## config.mk

```make
export PLATFORM = sky130hd
export DESIGN_NAME = panel_frame_conditioner_flat
export DESIGN_NICKNAME = d
export VERILOG_FILES = /design/src/rtl/pfc_pkg.sv /design/src/rtl/pfc_if.sv /design/src/rtl/pfc_cfg_regs.sv /design/src/rtl/pfc_spike_filter.sv /design/src/rtl/pfc_tag_debounce.sv /design/src/rtl/panel_frame_conditioner.sv /design/src/flat_wrapper.sv
export SDC_FILE = /design/constraint.sdc
export NUM_CORES = 1
export LEC_CHECK = 0
export BUFFER_PORTS_ARGS = -buffer_cell sky130_fd_sc_hd__buf_2
export CAP_MARGIN = 20
export CORE_MARGIN = 1
export CORE_UTILIZATION = 35
export CTS_CLUSTER_DIAMETER = 120
export DETAILED_ROUTE_END_ITERATION = 12
export PLACE_DENSITY = 0.61
export SLEW_MARGIN = 20
export SYNTH_ARGS = -nofsm -noshare
export SYNTH_HDL_FRONTEND = slang
export SYNTH_SLANG_ARGS = --single-unit
export TNS_END_PERCENT = 5
```

## constraint.sdc

```tcl
create_clock -name clk -period 15.2 [get_ports clk]
set_input_delay 3.04 -clock clk [delete_from_list [all_inputs] [get_ports clk]]
set_output_delay 3.04 -clock clk [all_outputs]
set_load 0.02 [all_outputs]
```

## src/rtl/pfc_pkg.sv

```systemverilog
`timescale 1ns / 1ps
`default_nettype none

package pfc_pkg;

  // Item kinds on the frame channel
  localparam logic KIND_FRAME = 1'b0;
  localparam logic KIND_TICK  = 1'b1;

  // Fixed geometry
  localparam int KNOB_INPUTS = 4;
  localparam int BTN_COUNT   = 3;
  localparam int CFG_IDX_W   = 3;
  localparam int CFG_DATA_W  = 16;

  // Low byte of the second no-tag code (the other code is all zeros)
  localparam logic [7:0] NO_TAG_LOW = 8'hFF;

  // Register reset values
  localparam logic [7:0]  RST_JUMP_A    = 8'd10;
  localparam logic [7:0]  RST_JUMP_B    = 8'd20;
  localparam logic [7:0]  RST_SKIP_TOL  = 8'd2;
  localparam logic [15:0] RST_HOLD_MS   = 16'd500;
  localparam logic [7:0]  RST_ORANGE    = 8'd1;
  localparam logic [7:0]  RST_BAND      = 8'd2;
  localparam logic [7:0]  RST_SELECT    = 8'd4;

  // Register indexes
  typedef enum logic [CFG_IDX_W-1:0] {
    REG_JUMP_A      = 3'd0,
    REG_JUMP_B      = 3'd1,
    REG_SKIP_TOL    = 3'd2,
    REG_HOLD_MS     = 3'd3,
    REG_ORANGE_MASK = 3'd4,
    REG_BAND_MASK   = 3'd5,
    REG_SELECT_MASK = 3'd6
  } cfg_idx_t;

  // Register file contents
  typedef struct packed {
    logic [7:0]  jump_limit_a;
    logic [7:0]  jump_limit_b;
    logic [7:0]  skip_tolerance;
    logic [15:0] no_tag_hold_ms;
    logic [7:0]  orange_mask;
    logic [7:0]  band_mask;
    logic [7:0]  select_mask;
  } cfg_t;

endpackage

`default_nettype wire

```

## src/rtl/pfc_if.sv

```systemverilog
`timescale 1ns / 1ps
`default_nettype none

// Frame / tick request channel
interface pfc_in_if #(
  parameter int TAG_BYTES = 7
) ();
  logic                   valid;
  logic                   ready;
  logic                   kind;
  logic [7:0]             button_bits;
  logic [7:0]             volume_raw;
  logic [7:0]             tone_raw;
  logic [7:0]             tuning_raw;
  logic [7:0]             bright_raw;
  logic [7:0]             fm_raw;
  logic [7:0]             control_code;
  logic [8*TAG_BYTES-1:0] tag_uid;
  logic                   warming_up;

  modport source (output valid, kind, button_bits, volume_raw, tone_raw, tuning_raw,
                  bright_raw, fm_raw, control_code, tag_uid, warming_up,
                  input ready);
  modport sink (input valid, kind, button_bits, volume_raw, tone_raw, tuning_raw,
                bright_raw, fm_raw, control_code, tag_uid, warming_up,
                output ready);
endinterface

// Conditioned frame result channel
interface pfc_out_if #(
  parameter int TAG_BYTES = 7
) ();
  logic                   valid;
  logic                   ready;
  logic [7:0]             volume_out;
  logic [7:0]             tone_out;
  logic [7:0]             tuning_out;
  logic [7:0]             bright_out;
  logic [7:0]             fm_out;
  logic [2:0]             button_toggles;
  logic [2:0]             button_levels;
  logic                   control_changed;
  logic [7:0]             control_out;
  logic                   tag_event;
  logic [8*TAG_BYTES-1:0] tag_out;

  modport source (output valid, volume_out, tone_out, tuning_out, bright_out, fm_out,
                  button_toggles, button_levels, control_changed, control_out,
                  tag_event, tag_out,
                  input ready);
  modport sink (input valid, volume_out, tone_out, tuning_out, bright_out, fm_out,
                button_toggles, button_levels, control_changed, control_out,
                tag_event, tag_out,
                output ready);
endinterface

// Register write channel
interface pfc_cfg_if ();
  logic                            valid;
  logic                            ready;
  logic [pfc_pkg::CFG_IDX_W-1:0]   index;
  logic [pfc_pkg::CFG_DATA_W-1:0]  data;

  modport source (output valid, index, data, input ready);
  modport sink (input valid, index, data, output ready);
endinterface

`default_nettype wire

```

## src/rtl/pfc_cfg_regs.sv

```systemverilog
`timescale 1ns / 1ps
`default_nettype none

module pfc_cfg_regs
  import pfc_pkg::*;
(
  input  wire logic  clk,
  input  wire logic  rst,
  pfc_cfg_if.sink    cfg,
  output cfg_t       regs
);

  cfg_idx_t idx;

  assign cfg.ready = 1'b1;
  assign idx       = cfg_idx_t'(cfg.index);

  // Register file, unknown indexes dropped
  always_ff @(posedge clk) begin
    if (rst) begin
      regs.jump_limit_a   <= RST_JUMP_A;
      regs.jump_limit_b   <= RST_JUMP_B;
      regs.skip_tolerance <= RST_SKIP_TOL;
      regs.no_tag_hold_ms <= RST_HOLD_MS;
      regs.orange_mask    <= RST_ORANGE;
      regs.band_mask      <= RST_BAND;
      regs.select_mask    <= RST_SELECT;
    end else if (cfg.valid) begin
      case (idx)
        REG_JUMP_A:      regs.jump_limit_a   <= cfg.data[7:0];
        REG_JUMP_B:      regs.jump_limit_b   <= cfg.data[7:0];
        REG_SKIP_TOL:    regs.skip_tolerance <= cfg.data[7:0];
        REG_HOLD_MS:     regs.no_tag_hold_ms <= cfg.data;
        REG_ORANGE_MASK: regs.orange_mask    <= cfg.data[7:0];
        REG_BAND_MASK:   regs.band_mask      <= cfg.data[7:0];
        REG_SELECT_MASK: regs.select_mask    <= cfg.data[7:0];
        default: ;
      endcase
    end
  end

endmodule

`default_nettype wire

```

## src/rtl/pfc_spike_filter.sv

```systemverilog
`timescale 1ns / 1ps
`default_nettype none

module pfc_spike_filter
  import pfc_pkg::*;
(
  input  wire logic       clk,
  input  wire logic       rst,
  input  wire logic       we,
  input  wire logic [7:0] raw,
  input  wire logic       warm,
  input  wire logic [7:0] limit,
  input  wire logic [7:0] tol,
  output logic [7:0]      value_next
);

  logic [7:0] filtered;
  logic [7:0] held;
  logic       pending;
  logic [7:0] held_next;
  logic       pending_next;
  logic [7:0] jump;
  logic [7:0] skid_dist;

  // Distances to current value and to held spike
  assign jump      = (raw > filtered) ? raw - filtered : filtered - raw;
  assign skid_dist = (raw > held) ? raw - held : held - raw;

  // Spike hold decision
  always_comb begin
    value_next   = filtered;
    held_next    = held;
    pending_next = pending;
    if (warm) begin
      value_next = raw;
    end else if (raw != filtered) begin
      if (raw != 8'd0 && jump > limit) begin
        if (!pending) begin
          held_next    = raw;
          pending_next = 1'b1;
        end else if (skid_dist > tol) begin
          value_next   = raw;
          pending_next = 1'b0;
        end else begin
          held_next = raw;
        end
      end else begin
        value_next   = raw;
        pending_next = 1'b0;
      end
    end
  end

  always_ff @(posedge clk) begin
    if (rst) begin
      filtered <= '0;
      held     <= '0;
      pending  <= 1'b0;
    end else if (we) begin
      filtered <= value_next;
      held     <= held_next;
      pending  <= pending_next;
    end
  end

  // A drop to zero outside warm-up always lands at once
  a_zero_drop: assert property (@(posedge clk) disable iff (rst)
    (we && !warm && raw == 8'd0) |=> (filtered == 8'd0))
    else $error("zero reading not taken");

endmodule

`default_nettype wire

```

## src/rtl/pfc_tag_debounce.sv

```systemverilog
`timescale 1ns / 1ps
`default_nettype none

module pfc_tag_debounce
  import pfc_pkg::*;
#(
  parameter int TAG_W = 56
) (
  input  wire logic             clk,
  input  wire logic             rst,
  input  wire logic             frame_we,
  input  wire logic             tick_we,
  input  wire logic [TAG_W-1:0] uid,
  input  wire logic [15:0]      hold_ms,
  output logic                  tag_event,
  output logic [TAG_W-1:0]      tag_out
);

  logic [TAG_W-1:0] stored;
  logic             known;
  logic [15:0]      timer;
  logic             waiting;
  logic [TAG_W-1:0] stored_next;
  logic             known_next;
  logic [15:0]      timer_next;
  logic             waiting_next;
  logic             no_tag;

  assign no_tag = (uid == '0) || (uid == TAG_W'(NO_TAG_LOW));

  // Report / debounce decision for one frame
  always_comb begin
    stored_next  = stored;
    known_next   = known;
    timer_next   = timer;
    waiting_next = waiting;
    tag_event    = 1'b0;
    if (!known || uid != stored) begin
      if (no_tag) begin
        if (!waiting) begin
          timer_next   = '0;
          waiting_next = 1'b1;
        end else if (timer >= hold_ms) begin
          stored_next  = uid;
          known_next   = 1'b1;
          tag_event    = 1'b1;
          waiting_next = 1'b0;
        end
      end else begin
        stored_next  = uid;
        known_next   = 1'b1;
        tag_event    = 1'b1;
        waiting_next = 1'b0;
      end
    end else begin
      waiting_next = 1'b0;
    end
  end

  assign tag_out = known_next ? stored_next : '0;

  always_ff @(posedge clk) begin
    if (rst) begin
      stored  <= '0;
      known   <= 1'b0;
      timer   <= '0;
      waiting <= 1'b0;
    end else if (frame_we) begin
      stored  <= stored_next;
      known   <= known_next;
      timer   <= timer_next;
      waiting <= waiting_next;
    end else if (tick_we && timer != 16'hFFFF) begin
      timer <= timer + 16'd1;
    end
  end

  // A reported tag leaves the store marked known
  a_event_known: assert property (@(posedge clk) disable iff (rst)
    (frame_we && tag_event) |=> known)
    else $error("tag reported but not stored");

endmodule

`default_nettype wire

```

## src/rtl/panel_frame_conditioner.sv

```systemverilog
`timescale 1ns / 1ps
`default_nettype none

// Channel   Direction  Carries
// --------  ---------  ----------------------------------------------------
// cfg       in         register writes (index, data), always ready
// frame     in         panel frame or millisecond tick request
// result    out        conditioned frame, one per frame request, none per tick
//
// One request is taken per cycle while ready; a frame's result goes to the
// output register, or the skid if stalled. Filter, button and tag state
// update in the accept cycle, so back-to-back frames see each other's effect.
// Reset (synchronous) clears all state and restores register defaults.
// A skid register holds one extra result; frame.ready drops only while it is
// full, i.e. after the sink has stalled with a result already waiting.

module panel_frame_conditioner
  import pfc_pkg::*;
#(
  parameter int ANALOG_CHANNELS = 4,
  parameter int TAG_BYTES       = 7
) (
  input  wire logic clk,
  input  wire logic rst,
  pfc_cfg_if.sink   cfg,
  pfc_in_if.sink    frame,
  pfc_out_if.source result
);

  localparam int TAG_W = 8 * TAG_BYTES;

  typedef struct packed {
    logic [7:0]       volume;
    logic [7:0]       tone;
    logic [7:0]       tuning;
    logic [7:0]       bright;
    logic [7:0]       fm;
    logic [2:0]       toggles;
    logic [2:0]       levels;
    logic             ctl_changed;
    logic [7:0]       control;
    logic             tag_event;
    logic [TAG_W-1:0] tag;
  } res_t;

  cfg_t       regs;
  logic       accept;
  logic       frame_we;
  logic       tick_we;
  logic [7:0] knob_raw [KNOB_INPUTS];
  logic [7:0] knob_val [KNOB_INPUTS];
  logic [7:0] last_buttons;
  logic [7:0] last_control;
  logic [BTN_COUNT-1:0] lv_now;
  logic [BTN_COUNT-1:0] lv_old;
  logic             tag_event;
  logic [TAG_W-1:0] tag_val;
  res_t res;
  res_t out_q;
  res_t skid_q;
  logic out_valid;
  logic skid_valid;
  logic take;

  pfc_cfg_regs u_cfg (
    .clk  (clk),
    .rst  (rst),
    .cfg  (cfg),
    .regs (regs)
  );

  // Request decode
  assign frame.ready = !skid_valid;
  assign accept      = frame.valid && frame.ready;
  assign frame_we    = accept && (frame.kind == KIND_FRAME);
  assign tick_we     = accept && (frame.kind == KIND_TICK);

  assign knob_raw[0] = frame.volume_raw;
  assign knob_raw[1] = frame.tone_raw;
  assign knob_raw[2] = frame.tuning_raw;
  assign knob_raw[3] = frame.bright_raw;

  // Analog spike filters, one per present channel
  for (genvar c = 0; c < KNOB_INPUTS; c++) begin : g_knob
    if (c < ANALOG_CHANNELS) begin : g_on
      pfc_spike_filter u_filt (
        .clk        (clk),
        .rst        (rst),
        .we         (frame_we),
        .raw        (knob_raw[c]),
        .warm       (frame.warming_up),
        .limit      ((c < 2) ? regs.jump_limit_a : regs.jump_limit_b),
        .tol        (regs.skip_tolerance),
        .value_next (knob_val[c])
      );
    end else begin : g_off
      assign knob_val[c] = '0;
    end
  end

  pfc_tag_debounce #(
    .TAG_W (TAG_W)
  ) u_tag (
    .clk       (clk),
    .rst       (rst),
    .frame_we  (frame_we),
    .tick_we   (tick_we),
    .uid       (frame.tag_uid),
    .hold_ms   (regs.no_tag_hold_ms),
    .tag_event (tag_event),
    .tag_out   (tag_val)
  );

  // Button levels under current masks, old and new
  assign lv_now = {|(frame.button_bits & regs.select_mask),
                   |(frame.button_bits & regs.band_mask),
                   |(frame.button_bits & regs.orange_mask)};
  assign lv_old = {|(last_buttons & regs.select_mask),
                   |(last_buttons & regs.band_mask),
                   |(last_buttons & regs.orange_mask)};

  always_ff @(posedge clk) begin
    if (rst) begin
      last_buttons <= '0;
      last_control <= '0;
    end else if (frame_we) begin
      last_buttons <= frame.button_bits;
      last_control <= frame.control_code;
    end
  end

  // Result assembly
  always_comb begin
    res.volume      = knob_val[0];
    res.tone        = knob_val[1];
    res.tuning      = knob_val[2];
    res.bright      = knob_val[3];
    res.fm          = frame.fm_raw;
    res.toggles     = lv_now ^ lv_old;
    res.levels      = lv_now;
    res.ctl_changed = frame.control_code != last_control;
    res.control     = frame.control_code;
    res.tag_event   = tag_event;
    res.tag         = tag_val;
  end

  // Output register plus skid
  assign take = out_valid && result.ready;

  always_ff @(posedge clk) begin
    if (rst) begin
      out_valid  <= 1'b0;
      skid_valid <= 1'b0;
    end else if (take || !out_valid) begin
      if (skid_valid) begin
        out_valid  <= 1'b1;
        skid_valid <= 1'b0;
      end else begin
        out_valid <= frame_we;
      end
    end else if (frame_we) begin
      skid_valid <= 1'b1;
    end
  end

  always_ff @(posedge clk) begin
    if (take || !out_valid) begin
      if (skid_valid) begin
        out_q <= skid_q;
      end else if (frame_we) begin
        out_q <= res;
      end
    end else if (frame_we) begin
      skid_q <= res;
    end
  end

  assign result.valid           = out_valid;
  assign result.volume_out      = out_q.volume;
  assign result.tone_out        = out_q.tone;
  assign result.tuning_out      = out_q.tuning;
  assign result.bright_out      = out_q.bright;
  assign result.fm_out          = out_q.fm;
  assign result.button_toggles  = out_q.toggles;
  assign result.button_levels   = out_q.levels;
  assign result.control_changed = out_q.ctl_changed;
  assign result.control_out     = out_q.control;
  assign result.tag_event       = out_q.tag_event;
  assign result.tag_out         = out_q.tag;

  // Skid is only ever filled behind a waiting result
  a_skid_order: assert property (@(posedge clk) disable iff (rst)
    skid_valid |-> out_valid)
    else $error("skid holds a result with the output empty");

  // A tick into an empty output yields nothing
  a_tick_silent: assert property (@(posedge clk) disable iff (rst)
    (tick_we && !out_valid && !skid_valid) |=> !out_valid)
    else $error("tick produced a result");

endmodule

`default_nettype wire
```

## src/flat_wrapper.sv

```systemverilog
// flat-port wrapper written by rule: the top's interface ports become plain ports
module panel_frame_conditioner_flat import pfc_pkg::*;
#(
  parameter int ANALOG_CHANNELS = 4,
  parameter int TAG_BYTES       = 7
)
  (clk, rst, cfg_valid, cfg_index, cfg_data, cfg_ready, frame_valid, frame_kind, frame_button_bits, frame_volume_raw, frame_tone_raw, frame_tuning_raw, frame_bright_raw, frame_fm_raw, frame_control_code, frame_tag_uid, frame_warming_up, frame_ready, result_valid, result_volume_out, result_tone_out, result_tuning_out, result_bright_out, result_fm_out, result_button_toggles, result_button_levels, result_control_changed, result_control_out, result_tag_event, result_tag_out, result_ready);
  pfc_cfg_if cfg_i ();
  pfc_in_if #(.TAG_BYTES(TAG_BYTES)) frame_i ();
  pfc_out_if #(.TAG_BYTES(TAG_BYTES)) result_i ();
  input  wire logic clk;
  input  wire logic rst;
  input wire logic [$bits(cfg_i.valid)-1:0] cfg_valid;
  input wire logic [$bits(cfg_i.index)-1:0] cfg_index;
  input wire logic [$bits(cfg_i.data)-1:0] cfg_data;
  output wire logic [$bits(cfg_i.ready)-1:0] cfg_ready;
  input wire logic [$bits(frame_i.valid)-1:0] frame_valid;
  input wire logic [$bits(frame_i.kind)-1:0] frame_kind;
  input wire logic [$bits(frame_i.button_bits)-1:0] frame_button_bits;
  input wire logic [$bits(frame_i.volume_raw)-1:0] frame_volume_raw;
  input wire logic [$bits(frame_i.tone_raw)-1:0] frame_tone_raw;
  input wire logic [$bits(frame_i.tuning_raw)-1:0] frame_tuning_raw;
  input wire logic [$bits(frame_i.bright_raw)-1:0] frame_bright_raw;
  input wire logic [$bits(frame_i.fm_raw)-1:0] frame_fm_raw;
  input wire logic [$bits(frame_i.control_code)-1:0] frame_control_code;
  input wire logic [$bits(frame_i.tag_uid)-1:0] frame_tag_uid;
  input wire logic [$bits(frame_i.warming_up)-1:0] frame_warming_up;
  output wire logic [$bits(frame_i.ready)-1:0] frame_ready;
  output wire logic [$bits(result_i.valid)-1:0] result_valid;
  output wire logic [$bits(result_i.volume_out)-1:0] result_volume_out;
  output wire logic [$bits(result_i.tone_out)-1:0] result_tone_out;
  output wire logic [$bits(result_i.tuning_out)-1:0] result_tuning_out;
  output wire logic [$bits(result_i.bright_out)-1:0] result_bright_out;
  output wire logic [$bits(result_i.fm_out)-1:0] result_fm_out;
  output wire logic [$bits(result_i.button_toggles)-1:0] result_button_toggles;
  output wire logic [$bits(result_i.button_levels)-1:0] result_button_levels;
  output wire logic [$bits(result_i.control_changed)-1:0] result_control_changed;
  output wire logic [$bits(result_i.control_out)-1:0] result_control_out;
  output wire logic [$bits(result_i.tag_event)-1:0] result_tag_event;
  output wire logic [$bits(result_i.tag_out)-1:0] result_tag_out;
  input wire logic [$bits(result_i.ready)-1:0] result_ready;
  assign cfg_i.valid = cfg_valid;
  assign cfg_i.index = cfg_index;
  assign cfg_i.data = cfg_data;
  assign cfg_ready = cfg_i.ready;
  assign frame_i.valid = frame_valid;
  assign frame_i.kind = frame_kind;
  assign frame_i.button_bits = frame_button_bits;
  assign frame_i.volume_raw = frame_volume_raw;
  assign frame_i.tone_raw = frame_tone_raw;
  assign frame_i.tuning_raw = frame_tuning_raw;
  assign frame_i.bright_raw = frame_bright_raw;
  assign frame_i.fm_raw = frame_fm_raw;
  assign frame_i.control_code = frame_control_code;
  assign frame_i.tag_uid = frame_tag_uid;
  assign frame_i.warming_up = frame_warming_up;
  assign frame_ready = frame_i.ready;
  assign result_valid = result_i.valid;
  assign result_volume_out = result_i.volume_out;
  assign result_tone_out = result_i.tone_out;
  assign result_tuning_out = result_i.tuning_out;
  assign result_bright_out = result_i.bright_out;
  assign result_fm_out = result_i.fm_out;
  assign result_button_toggles = result_i.button_toggles;
  assign result_button_levels = result_i.button_levels;
  assign result_control_changed = result_i.control_changed;
  assign result_control_out = result_i.control_out;
  assign result_tag_event = result_i.tag_event;
  assign result_tag_out = result_i.tag_out;
  assign result_i.ready = result_ready;
  panel_frame_conditioner #(.ANALOG_CHANNELS(ANALOG_CHANNELS), .TAG_BYTES(TAG_BYTES)) u_core (.clk(clk), .rst(rst), .cfg(cfg_i), .frame(frame_i), .result(result_i));
endmodule
```

== After elaboration in Yosys (flattened, before gate mapping) ==
Index checks and enable logic that the tools add are counted.
Word-level totals
  word-level logic and storage cells: 235
  register bits after elaboration: 448
Cells by class
  add/subtract/negate cells: 17
  bitwise gates (word level): 10
  reductions and logical operators: 48
  mux-type cells: 73
  magnitude comparators: 17
  equal/unequal tests: 21
Operator list (count)
  $mux W8: 36
  $mux W56: 5
  $mux W112: 2
  $gt A8 B8 Y1: 16
  $sub A8 B8 Y8: 16
  $mux W16: 5
  $eq A56 B8 Y1 const B: 1
  $logic_not A56 Y1: 1
  $ne A56 B56 Y1: 1
  $and A8 B8 Y8: 6
  $reduce_or A8 Y1: 6
  $ne A8 B8 Y1: 5
  $reduce_bool A8 Y1: 4
  $mux W1: 25
  $reduce_and A5 Y1: 4
  $reduce_and A2 Y1: 9
  $add A16 B1 Y16 const B: 1
  $ge A16 B16 Y1: 1
  $ne A16 B16 Y1 const B: 1
  $ne A2 B2 Y1 const B: 7
  $reduce_and A3 Y1: 4
  $eq A3 B3 Y1 const B: 3
  $logic_and A1 B1 Y1: 9
  $eq A3 B2 Y1 const B: 2
  other kinds (9): 16

== Logic depth before layout (Yosys ltp) ==
Gate-level depths: netlist of run 1.
  word-level depth: 10
  gate-level depth with buffers: 22

== Cells and area by module ==
From an unflattened synthesis of run 1, not the netlist that was laid out.
Second synthesis, totals
  cells, all modules: 2728
  area total of the unflattened synthesis: 27959.3 sq um
Modules (own cells, without submodules)
  panel_frame_conditioner: area each 9076.2 sq um, times used 1, cells each 473, seq. area each 7086.8 sq um
  pfc_tag_debounce: area each 5731.7 sq um, times used 1, cells each 692, seq. area each 1481.4 sq um
  pfc_spike_filter at u_core.g_knob[0].g_on.u_filt ...: area each 2627.5 sq um, times used 2, cells each 324, seq. area each 340.3 sq um
  pfc_spike_filter at u_core.g_knob[2].g_on.u_filt: area each 2763.9 sq um, times used 1, cells each 359, seq. area each 340.3 sq um
  pfc_cfg_regs: area each 2602.5 sq um, times used 1, cells each 244, seq. area each 1281.2 sq um
  pfc_spike_filter at u_core.g_knob[3].g_on.u_filt: area each 2529.9 sq um, times used 1, cells each 312, seq. area each 340.3 sq um

== Worst setup path after synthesis of run 1 ==
No wires, ideal clock.
  path type: in2reg
  from: in frame_valid
  to: reg u_core.out_q (netlist bit u_core.result.bright_out[0]), enable pin
  setup time: 0.753 ns
  arrival: 11.957 ns
  slack: 2.490 ns
  required time: 14.447 ns
  stages: 5
  cell sequence: nand2_1 -> or2_2 -> clkbuf_1 -> clkbuf_1 -> a21boi_0
On the way
  cells in the longest elaborated chain, start to end: 4
Ends and longest elaborated chain
  from (decl): RTL line flat_wrapper.sv:17  | input wire logic [$bits(frame_i.valid)-1:0] frame_valid;
  $logic_and A1 B1 Y1: RTL line panel_frame_conditioner.sv:74  | assign accept = frame.valid && frame.ready;
  $logic_and A1 B1 Y1: RTL line panel_frame_conditioner.sv:75  | assign frame_we = accept && (frame.kind == KIND_FRAME);
  $reduce_bool A2 Y1 (no source line)
  $reduce_and A2 Y1 (no source line)
  to (signal assigned): RTL line panel_frame_conditioner.sv:169  | out_q <= skid_q;
  to (signal assigned): RTL line panel_frame_conditioner.sv:171  | out_q <= res;
  to (decl): RTL line panel_frame_conditioner.sv:59  | res_t out_q;
No other way between the ends.
A chain may end at the register's enable or synchronous reset.

== Final worst setup path of run 1 ==
  from: in frame_bright_raw[0]
  to: reg u_core.out_q (netlist bit u_core.result.bright_out[7]), data pin
On the way
  cells in the longest elaborated chain, start to end: 10
Ends and longest elaborated chain
  from (decl): RTL line flat_wrapper.sv:23  | input wire logic [$bits(frame_i.bright_raw)-1:0] frame_bright_raw;
  $sub A8 B8 Y8 or $gt A8 B8 Y1 (tied branches): RTL line pfc_spike_filter.sv:27  | assign skid_dist = (raw > held) ? raw - held : held - raw;
  $mux W8: RTL line pfc_spike_filter.sv:27
  $gt A8 B8 Y1: RTL line pfc_spike_filter.sv:41  | end else if (skid_dist > tol) begin
  $mux W8: RTL line pfc_spike_filter.sv:41
  $mux W8: RTL line pfc_spike_filter.sv:38  | if (!pending) begin
  $mux W8: RTL line pfc_spike_filter.sv:37  | if (raw != 8'd0 && jump > limit) begin
  $mux W8 *: RTL line pfc_spike_filter.sv:36  | end else if (raw != filtered) begin
  $mux W8 *: RTL line pfc_spike_filter.sv:34  | if (warm) begin
  named net u_core.g_knob[3].g_on.u_filt.value_next[7]: RTL line pfc_spike_filter.sv:14  | output logic [7:0] value_next
  $mux W112 *: RTL line panel_frame_conditioner.sv:170  | end else if (frame_we) begin
  $mux W112 *: RTL line panel_frame_conditioner.sv:168  | if (skid_valid) begin
Mark *: on every way through the listed nets, which the timed path passes. The rest lies on a longest branch. The select of a mux whose other input is x is not followed.

==> impl_metrics.json, run 1 <==
{
  "status": "finished, final reports clean",
  "crit_fanout": 9,
  "tightest_slew_ns": 1.093,
  "setup_viol_count_final": 0,
  "slew_violations": 0,
  "grt_start_max_net_pins": 101,
  "postCtsSetupRepairBufs": 0,
  "hold_depth": 2,
  "yosysTopAreaCell": "edfxtp_1",
  "synth_top_area_share_pct": 26.49,
  "p_leak_nw": 12.04,
  "num_vias": 18980,
  "holdPathEnd": "u_core.u_cfg.regs[42]$_SDFFE_PP0P_",
  "end_kind": "flip-flop",
  "ys.flop_type": "edfxtp_1",
  "synth.avg_cell_area_um2": 10.13,
  "die_h_um": 271.3,
  "wire_per_inst_um": 18.63,
  "ys_warn_count": 0,
  "path_class": "input pin to flip-flop",
  "clock_path_buffers": 3,
  "syn_inst": 2507,
  "setup_slack_ns": 7.119,
  "required_ns": 15.54,
  "seq_area_frac_synth_pct": 44.15,
  "coreArea_um2": 71610,
  "port_buffers": 251,
  "relSlewSlack_pct": 27.12,
  "critPathLaunchType": "input pin",
  "wirelength_um": 69650,
  "cts_resized": 0,
  "hold_viol_final": 0,
  "maxCapViolCount": 0,
  "clkLatencyLatePin_ns": 0.59,
  "cts_num_sinks": 448,
  "synth.most_common_cell": "nand2_1",
  "die_area_um2": 73630,
  "via_per_inst": 5.077,
  "top_layer": "met5",
  "die_w_um": 271.3,
  "num-fill-cells": 7020,
  "area_delta_synth_final_pct": 16.55,
  "hp-start": "u_core.u_cfg.regs[42]$_SDFFE_PP0P_",
  "layout-drive-gt1-share_pct": 16.86,
  "wl_met3_um": 3562,
  "max_freq_mhz": 123.7,
  "rows": 98,
  "pin_count": 253,
  "track_usage_pct": 18.40,
  "dp_hpwl_um": 49580,
  "r2r_start": "u_core.g_knob[3].g_on.u_filt.filtered[0]$_SDFFE_PP0P_",
  "finalCriticalPeriod_ns": 8.081,
  "ant_nets": 0,
  "first_global_vias": 18260,
  "ys_async_sr_fraction_pct": 0,
  "cts_tree": "done",
  "htree_levels": 2,
  "drtIter0Drc": 1193,
  "antenna_found_initial": 10,
  "dr.pass1.iters": 7,
  "r2r_cells": 19,
  "synth_area_leaders": "edfxtp_1 26%, dfxtp_1 18%, ha_1 9.9%",
  "synth_commonest_cells": "272 x nand2_1, 246 x mux2i_1, 230 x nor2_1",
  "synth.distinct_cells": 62,
  "min_period_over_period_pct": 53.17,
  "dp_slack_ns": 6.529,
  "gr-total-overflow": 0,
  "fin_skew_ns": 0.01206,
  "nets": 3098,
  "path_clk_slew_ns": 0.06,
  "arrival_ns": 8.43,
  "fin_tns_setup_ns": 0,
  "met1Wirelength_um": 31490,
  "wl_met2_um": 32810,
  "drc": 0,
  "cts_root_buf": "clkbuf_16",
  "synth_fp_nets": 2862,
  "start_util_pct": 35.46,
  "rrSetupSlack_ns": 9.42,
  "place_congestion": 0.8667,
  "cts_buffers": 52,
  "hold_class": "flip-flop to flip-flop",
  "synth_area_um2": 25390,
  "peakVddDrop_mv": 0.07672,
  "grt_pass1_wl_um": 106700,
  "synth-edff-count": 224,
  "powerDensity_nw_per_um2": 111.9,
  "ys_seq_elements": 448,
  "rsz0062_at_grt": "false",
  "cts_hold_buf": 0,
  "timing.rr.end": "u_core.result.bright_out[7]$_DFFE_PP_"
}
critical path: stages:
cell and delay [ns]:
buf_2 0.14, inv_1 0.10, ha_1 0.15, inv_1 0.05, fa_1 0.37, a21o_1 0.19
a21oi_1 0.19, o22ai_1 0.11, o21ai_1 0.74, mux2_2 0.41, a21oi_1 0.28, nand4_1 0.13
o311a_1 0.15, ha_1 0.29, nand4_1 0.13, o21ai_0 0.21, nand2_1 0.12, o31ai_1 0.11
nor3_2 0.82, mux2_2 0.43, mux2_2 0.26
area by class of cell:
cell class | instances | area, um^2 | area share (%)
flip-flops and latches | 448 | 11210 | 37.90
repair buffers | 270 | 1425 | 4.816
clock buffers | 78 | 1573 | 5.315
diodes | 2 | 5.005 | 0.01691
inverters | 180 | 675.6 | 2.283
clock inverters | 20 | 237.7 | 0.8033
well taps | 950 | 1189 | 4.017
multi-input cells | 1791 | 13270 | 44.85
stage by stage:
stage	hold WS, ns	power [mW]	utilization (%)	area (um^2)	std cells
final	0.4529	3.312	41.32	29590	3739
after global routing	0.4699	3.476	41.32	29590	3738
after CTS	0.4546	3.354	41.26	29540	3735
after detailed placement	0.4465	2.012	38.73	27730	3637
after global placement	0.4412	2.006	38.73	27730	3637
after floorplan	0.4363	1.827	-	25390	2507
sequential cells by signal, summed over array words and instances, names as in the netlist, 3 cells and up:
name and flops:
u_core.result.fm_out 8, u_core.result.button_levels 3, u_core.result.tone_out 8, u_core.u_cfg.regs 64
u_core.last_control 8, u_core.g_knob.g_on.u_filt.pending 4, u_core.skid_q 112, u_core.result.button_toggles 3
u_core.u_tag.timer 16, u_core.result.control_out 8, u_core.result.tuning_out 8, u_core.last_buttons 8
u_core.result.bright_out 8, u_core.result.volume_out 8, u_core.g_knob.g_on.u_filt.held 32, u_core.g_knob.g_on.u_filt.filtered 32
u_core.result.tag_out 56, u_core.u_tag.stored 56
cells in the final DEF, fill, tap and decap left out, types with 10 or more instances in the layout:
master,synthesis,layout
nand2_1,272,272
buf_2,9,250
mux2i_1,246,246
nor2_1,230,227
edfxtp_1,224,224
dfxtp_1,224,223
ha_1,201,201
inv_1,179,179
a21oi_1,152,151
mux2_2,86,86
o31ai_1,70,70
clkbuf_16,0,55
xnor2_1,53,53
nand4_1,52,52
o21ai_0,48,48
xor2_1,46,46
nor2b_1,34,34
nor4_1,38,34
a21o_1,26,26
a22oi_1,24,24
o21a_1,20,20
nand3_1,19,19
buf_4,1,18
fa_1,16,16
nand2b_1,14,14
and4_1,12,12
clkbuf_1,63,12
nand3b_1,11,11
clkbuf_8,0,11
a211oi_1,11,10
worst max-delay path by stage:
| stage | startpoint | end | slack, ns | cells after the start |
|---|---|---|---|---|
| after floorplan | frame_valid | u_core.result.bright_out[0]$_DFFE_PP_ | 2.49 | 5 |
| after global placement | frame_tuning_raw[0] | u_core.result.tuning_out[7]$_DFFE_PP_ | 6.59 | 21 |
| after detailed placement | frame_tuning_raw[0] | u_core.result.tuning_out[7]$_DFFE_PP_ | 6.53 | 21 |
| after CTS | frame_tuning_raw[0] | u_core.result.tuning_out[7]$_DFFE_PP_ | 7.18 | 21 |
| after global routing | frame_bright_raw[0] | u_core.result.bright_out[7]$_DFFE_PP_ | 6.78 | 21 |
| final | frame_bright_raw[0] | u_core.result.bright_out[7]$_DFFE_PP_ | 7.12 | 21 |
layer usage:
| metal | up-vias | global-route usage [%] |
|---|---|---|
| li1 | 9430 | - |
| met1 | 9021 | 24.14 |
| met2 | 405 | 30.89 |
| met3 | 114 | 3.529 |
| met4 | 14 | 4.760 |
| met5 | - | 0 |
cells by family (layout without fill, tap and decap cells):
group,count (synthesis),count (layout),synth area share [%]
multiplexers,332,332,13.51
AND/OR/NAND/NOR,728,728,13.18
other,1,3,0.01477
flip-flops,448,448,44.15
AO/OA/AOI/OAI,414,414,10.51
buffers and inverters,268,548,4.051
XOR/XNOR,99,99,3.415
adder cells (fa/ha/maj),217,217,11.17
where the power goes:
group	internal [mW]	leakage [nW]	switching, mW
sequential	1.33	3.89	0.0278
clock	0.799	0.882	0.523
combinational	0.267	7.27	0.368
Note: power is estimated with default switching activity, not from simulation.
==> run 2, diff against run 1 <==
--- a/config.mk
+++ b/config.mk
@@ -11,7 +11,7 @@
 export CORE_UTILIZATION = 35
 export CTS_CLUSTER_DIAMETER = 120
 export DETAILED_ROUTE_END_ITERATION = 12
-export PLACE_DENSITY = 0.61
+export PLACE_DENSITY = 0.63
 export SLEW_MARGIN = 20
 export SYNTH_ARGS = -nofsm -noshare
 export SYNTH_HDL_FRONTEND = slang
==> constraint.sdc (replaced) <==
create_clock -name clk -period 6.6 [get_ports clk]
set_input_delay 1.32 -clock clk [delete_from_list [all_inputs] [get_ports clk]]
set_output_delay 1.32 -clock clk [all_outputs]
set_load 0.02 [all_outputs]
==> impl_metrics.json, run 2 (same netlist as run 1, synthesis figures left out) <==
{
  "status": "finished, final reports clean",
  "num-fill-cells": 7075,
  "dp_slack_ns": 0.02662,
  "coreArea_um2": 71610,
  "wire_per_inst_um": 18.28,
  "cts_resized": 0,
  "min_period_over_period_pct": 90.98,
  "hold_viol_final": 0,
  "finalCriticalPeriod_ns": 6.005,
  "dr.pass1.iters": 5,
  "setup_viol_count_final": 0,
  "final_cell_mix": "272 x nand2_1, 250 x buf_2, 246 x mux2i_1, 227 x nor2_1, 224 x edfxtp_1",
  "peakVddDrop_mv": 0.1703,
  "end_kind": "flip-flop",
  "num_vias": 18990,
  "holdPathEnd": "u_core.u_cfg.regs[25]$_SDFFE_PP0P_",
  "maxCapViolCount": 0,
  "cts_buffers": 50,
  "setup_slack_ns": 0.5953,
  "hold_depth": 2,
  "nets": 3117,
  "top_regs": "u_core.skid_q x112, u_core.u_cfg.regs x64",
  "hold_class": "flip-flop to flip-flop",
  "relSlewSlack_pct": 29.84,
  "cts_hold_buf": 0,
  "start_util_pct": 35.46,
  "critPathLaunchType": "input pin",
  "path_class": "input pin to flip-flop",
  "timing.rr.end": "u_core.result.volume_out[7]$_DFFE_PP_",
  "grt_pass1_wl_um": 105400,
  "p_leak_nw": 12.13,
  "tightest_slew_ns": 1.041,
  "track_usage_pct": 18.15,
  "cts_num_sinks": 448,
  "rsz0062_at_grt": "false",
  "hp-start": "u_core.u_cfg.regs[25]$_SDFFE_PP0P_",
  "gr-total-overflow": 0,
  "wirelength_um": 68690,
  "max_freq_mhz": 166.5,
  "ant_nets": 0,
  "required_ns": 6.93,
  "cts_tree": "done",
  "area_delta_synth_final_pct": 16.97,
  "slew_violations": 0,
  "fin_skew_ns": 0.05206,
  "first_global_vias": 18320,
  "fin_tns_setup_ns": 0,
  "dp_hpwl_um": 49880,
  "largest_register": "u_core.skid_q",
  "final_core_util_pct": 41.47,
  "drc": 0,
  "arrival_ns": 6.34,
  "layout_commonest_cell": "nand2_1",
  "p_total_mw": 7.607,
  "crit_fanout": 10,
  "die_w_um": 271.3,
  "layout-drive-gt1-share_pct": 17.55,
  "largest_reg_flops": 112,
  "port_buffers": 251,
  "antenna_found_initial": 13,
  "powerDensity_nw_per_um2": 256.1,
  "htree_levels": 2,
  "rrSetupSlack_ns": 1.17,
  "rows": 98,
  "clkLatencyLatePin_ns": 0.62,
  "r2r_cells": 20,
  "clock_path_buffers": 3,
  "holdWs_ns": 0.4557,
  "place_congestion": 0.8511,
  "die_area_um2": 73630,
  "cts_root_buf": "clkbuf_16",
  "grt_start_max_net_pins": 113,
  "die_h_um": 271.3,
  "drtIter0Drc": 1262,
  "via_per_inst": 5.054,
  "r2r_start": "u_core.g_knob[0].g_on.u_filt.held[0]$_SDFFE_PP0P_",
  "pin_count": 253,
  "postCtsSetupRepairBufs": 0,
  "path_clk_slew_ns": 0.06
}
-- run 2: cell count changes in the layout (fill, tap and decap cells not counted), sizes merged --
cell | previous run | this run
clkinv | 12 | 18
bufinv | 5 | 7
diode | 2 | 3
clkbuf | 78 | 66
buf | 270 | 291
-- run 2: worst max-delay path by stage --
| stage | from | endpoint |
|---|---|---|
| 2_1_floorplan | frame_valid | u_core.skid_q[0]$_DFFE_PP_ |
| 3_3_place_gp | frame_volume_raw[0] | u_core.result.volume_out[7]$_DFFE_PP_ |
| 3_5_place_dp | frame_volume_raw[0] | u_core.result.volume_out[7]$_DFFE_PP_ |
| 4_1_cts | frame_volume_raw[0] | u_core.result.volume_out[7]$_DFFE_PP_ |
| 5_1_grt | frame_volume_raw[0] | u_core.result.volume_out[7]$_DFFE_PP_ |
| 6_report | frame_volume_raw[0] | u_core.result.volume_out[7]$_DFFE_PP_ |
-- run 2: stage by stage --
stage | cells | instance area, um^2
2_1_floorplan | 2507 | 25390
3_3_place_gp | 3660 | 27900
3_5_place_dp | 3660 | 27900
4_1_cts | 3754 | 29680
5_1_grt | 3756 | 29700
6_report | 3757 | 29700
-- run 2: power by group --
group / total (mW) / switching (mW) / internal (mW) / leakage [nW]
Combinational: 1.47 / 0.836 / 0.630 / 7.37
Sequential: 3.12 / 0.0652 / 3.06 / 3.89
Clock: 3.02 / 1.23 / 1.79 / 0.873
Total: 7.61 / 2.13 / 5.47 / 12.1
-- run 2: per-layer routing --
metal	global-route usage [%]	up-vias	share of wire (%)
met5	0	-	0.10
met4	5.396	12	2.6
met1	23.52	8979	45
li1	-	9457	-
met2	30.69	433	48
met3	3.255	108	5.0
-- run 2: final cells by class --
class / count / area (um^2) / area share (%)
Multi-Input combinational cell: 1791 / 13250 / 44.60
Timing Repair Buffer: 291 / 1588 / 5.346
Clock inverter: 28 / 374.1 / 1.260
Clock buffer: 66 / 1404 / 4.727
Tap cell: 950 / 1189 / 4.002
Inverter: 180 / 675.6 / 2.275
Sequential cell: 448 / 11210 / 37.76
Antenna cell: 3 / 7.507 / 0.02528
-- run 2: worst max-delay path, cell delays in order --
cell and delay, ns:
buf_2 0.14, inv_1 0.12, ha_1 0.19, inv_1 0.05, fa_1 0.38, nand3_1 0.12
a21oi_1 0.07, o32ai_1 0.40, buf_4 0.27, o21a_1 0.16, o31ai_1 0.08, a21boi_0 0.36
nor2_1 0.10, xnor2_1 0.15, ha_1 0.29, a21o_1 0.16, a21o_1 0.17, a21oi_1 0.20
a211oi_1 0.14, nor3_2 0.76, mux2_2 0.42, mux2_2 0.26
==> run 3, diff against run 2 <==
--- a/config.mk
+++ b/config.mk
@@ -5,6 +5,7 @@
 export SDC_FILE = /design/constraint.sdc
 export NUM_CORES = 1
 export LEC_CHECK = 0
+export ABC_AREA = 1
 export BUFFER_PORTS_ARGS = -buffer_cell sky130_fd_sc_hd__buf_2
 export CAP_MARGIN = 20
 export CORE_MARGIN = 1
==> impl_metrics.json, run 3 <==
{
  "status": "finished, final reports clean",
  "cts_hold_buf": 0,
  "critPathLaunchType": "input pin",
  "die_h_um": 285.8,
  "cts_root_buf": "clkbuf_16",
  "tightest_slew_ns": 0.9919,
  "synth_top_area_share_pct": 23.86,
  "port_buffers": 251,
  "layout_commonest_cell": "nand2_1",
  "area_delta_synth_final_pct": 13.99,
  "end_kind": "flip-flop",
  "final_cell_mix": "1033 x nand2_1, 511 x inv_1, 355 x a21oi_1, 274 x nand3_1, 250 x buf_2",
  "finalCriticalPeriod_ns": 4.757,
  "clkLatencyLatePin_ns": 0.61,
  "synth_top_family_by_area": "simple AND/OR/NAND/NOR gates",
  "first_global_vias": 23570,
  "track_usage_pct": 20.45,
  "via_per_inst": 4.982,
  "synth_area_leaders": "edfxtp_1 24%, dfxtp_1 16%, nand2_1 14%",
  "fin_cells": 5049,
  "dp_hpwl_um": 60720,
  "required_ns": 6.96,
  "largest_reg_flops": 112,
  "ys_seq_elements": 448,
  "p_leak_nw": 15.07,
  "rows": 103,
  "start_util_pct": 35.51,
  "synth.avg_cell_area_um2": 7.521,
  "dp_cells": 4936,
  "seq_area_frac_synth_pct": 39.77,
  "rsz0062_at_grt": "false",
  "die_w_um": 285.8,
  "place_area_um2": 30310,
  "arrival_ns": 5.11,
  "coreArea_um2": 79390,
  "slew_violations": 0,
  "cts_num_sinks": 448,
  "drtIter0Drc": 2233,
  "yosysTopAreaCell": "edfxtp_1",
  "synthAdderAreaFrac_pct": 10.06,
  "yosys.area_share.simple_pct": 25.15,
  "path_clk_slew_ns": 0.06,
  "crit_start": "frame_tuning_raw[0]",
  "hold_viol_final": 0,
  "max_freq_mhz": 210.2,
  "syn_inst": 3748,
  "gr-total-overflow": 0,
  "htree_levels": 2,
  "synth_fp_nets": 4103,
  "r2r_start": "u_core.g_knob[2].g_on.u_filt.filtered[0]$_SDFFE_PP0P_",
  "hold_class": "flip-flop to flip-flop",
  "pin_count": 253,
  "cts_buffers": 55,
  "layout-drive-gt1-share_pct": 11.63,
  "num_vias": 25150,
  "ant_nets": 0,
  "synth_commonest_cells": "1034 x nand2_1, 512 x inv_1, 355 x a21oi_1",
  "synth-edff-count": 224,
  "min_period_over_period_pct": 72.07,
  "synth-xor-area-share_pct": 2.796,
  "ys_async_sr_fraction_pct": 0,
  "crit_fanout": 9,
  "path_class": "input pin to flip-flop",
  "ys_warn_count": 0,
  "cts_resized": 0,
  "largest_register": "u_core.skid_q",
  "powerDensity_nw_per_um2": 253.2,
  "wirelength_um": 85100,
  "grt_start_max_net_pins": 115,
  "fin_skew_ns": 0.01619,
  "maxCapViolCount": 0,
  "relSlewSlack_pct": 33.88,
  "cts_tree": "done",
  "clock_path_buffers": 3,
  "peakVddDrop_mv": 0.2185,
  "top_regs": "u_core.skid_q x112, u_core.u_cfg.regs x64",
  "antenna_found_initial": 16,
  "die_area_um2": 81680,
  "wire_per_inst_um": 16.85,
  "nets": 4298,
  "setup_viol_count_final": 0,
  "synth.most_common_cell": "nand2_1",
  "muxShareOfSynthArea_pct": 0.07102,
  "synth_area_um2": 28190,
  "fin_area_um2": 32130,
  "num-fill-cells": 8178,
  "ys.flop_type": "edfxtp_1",
  "dr.pass1.iters": 6,
  "place_congestion": 0.8876,
  "synth_compound_area_share_pct": 12.73,
  "postCtsSetupRepairBufs": 0,
  "grt_pass1_wl_um": 133100,
  "drc": 0,
  "hp-start": "u_core.u_cfg.regs[36]$_SDFFE_PP0P_",
  "synth.distinct_cells": 49
}
-- run 3: cell types whose count changed after synthesis, moves of 86 or more --
cell / delta
a21oi_1: +203
inv_1: +333
mux2_2: -86
mux2i_1: -244
nand2_1: +762
nand3_1: +255
o21ai_0: +145
-- run 3: critical path, cell delays in order --
cell and delay [ns]:
buf_2 0.16, inv_1 0.11, ha_1 0.21, inv_1 0.07, fa_1 0.35, inv_1 0.12
o21ai_1 0.11, nand2_1 0.08, o211ai_1 0.07, nand2_1 0.24, inv_2 0.11, o21ai_0 0.20
xor2_1 0.16, inv_1 0.06, ha_1 0.29, nand2_1 0.07, o21ai_0 0.16, nand2_1 0.07
a21oi_1 0.26, nand2_1 0.11, nand2_2 0.18, nand2_1 0.24, nand2_1 0.15, nand2_1 0.08
nand2_1 0.06, nand2_1 0.07
-- run 3: path summary, 6_finish.rpt --
path                            slack [ns]  depth (start not counted)                                    end
worst min register to register        0.46                          2     u_core.u_cfg.regs[36]$_SDFFE_PP0P_
worst max register to register        2.42                         24  u_core.result.tuning_out[0]$_DFFE_PP_
worst min-delay path                  0.46                          2     u_core.u_cfg.regs[36]$_SDFFE_PP0P_
worst max-delay path                  1.84                         26  u_core.result.tuning_out[0]$_DFFE_PP_
-- run 3: layer usage --
| metal | up-vias | share of wire, % | wire [um] | GRT usage [%] |
|---|---|---|---|---|
| met5 | - | 0.096 | 82 | 0 |
| met3 | 121 | 7.2 | 6162 | 3.892 |
| met2 | 791 | 43 | 36240 | 30.66 |
| met4 | 12 | 2.1 | 1798 | 5.361 |
| met1 | 11570 | 48 | 40820 | 29.83 |
| li1 | 12660 | - | - | - |
-- run 3: per-stage QoR --
stage	setup WS, ns	TNS [ns]	hold slack, ns	total power, mW	util, %
6_report	1.843	0	0.4603	8.135	40.47
5_1_grt	1.368	0	0.4927	8.608	40.47
4_1_cts	1.869	0	0.4634	8.199	40.44
3_5_place_dp	1.222	0	0.4543	5.121	38.18
3_3_place_gp	1.261	0	0.4489	5.110	38.18
2_1_floorplan	-0.5578	-62.47	0.4331	4.579	-
-- run 3: kinds of logic after synthesis --
group,Yosys count
compound gates,658
xor+xnor,90
fa+ha+maj,217
buf+inv,668
flops,448
mux,2
other cells,1
simple gates,1664
-- run 3: area by class of cell --
cell class                 count  area [um^2]  share of cell area, %
timing repair buffer         269         1423                  4.428
inverter                     537         2023                  6.297
multi-input combinational   2632        14340                  44.64
sequential                   448        11210                  34.90
clock inverter                25        274.0                 0.8528
clock buffer                  79         1518                  4.724
tap                         1050         1314                  4.089
antenna                        9        22.52                0.07009
-- run 3: where the power goes --
part           internal, mW  total, mW  switching (mW)  leakage (nW)
Clock                  1.79       3.05            1.26         0.854
Combinational         0.659       1.91            1.25          10.3
Sequential             3.09       3.17          0.0786          3.90
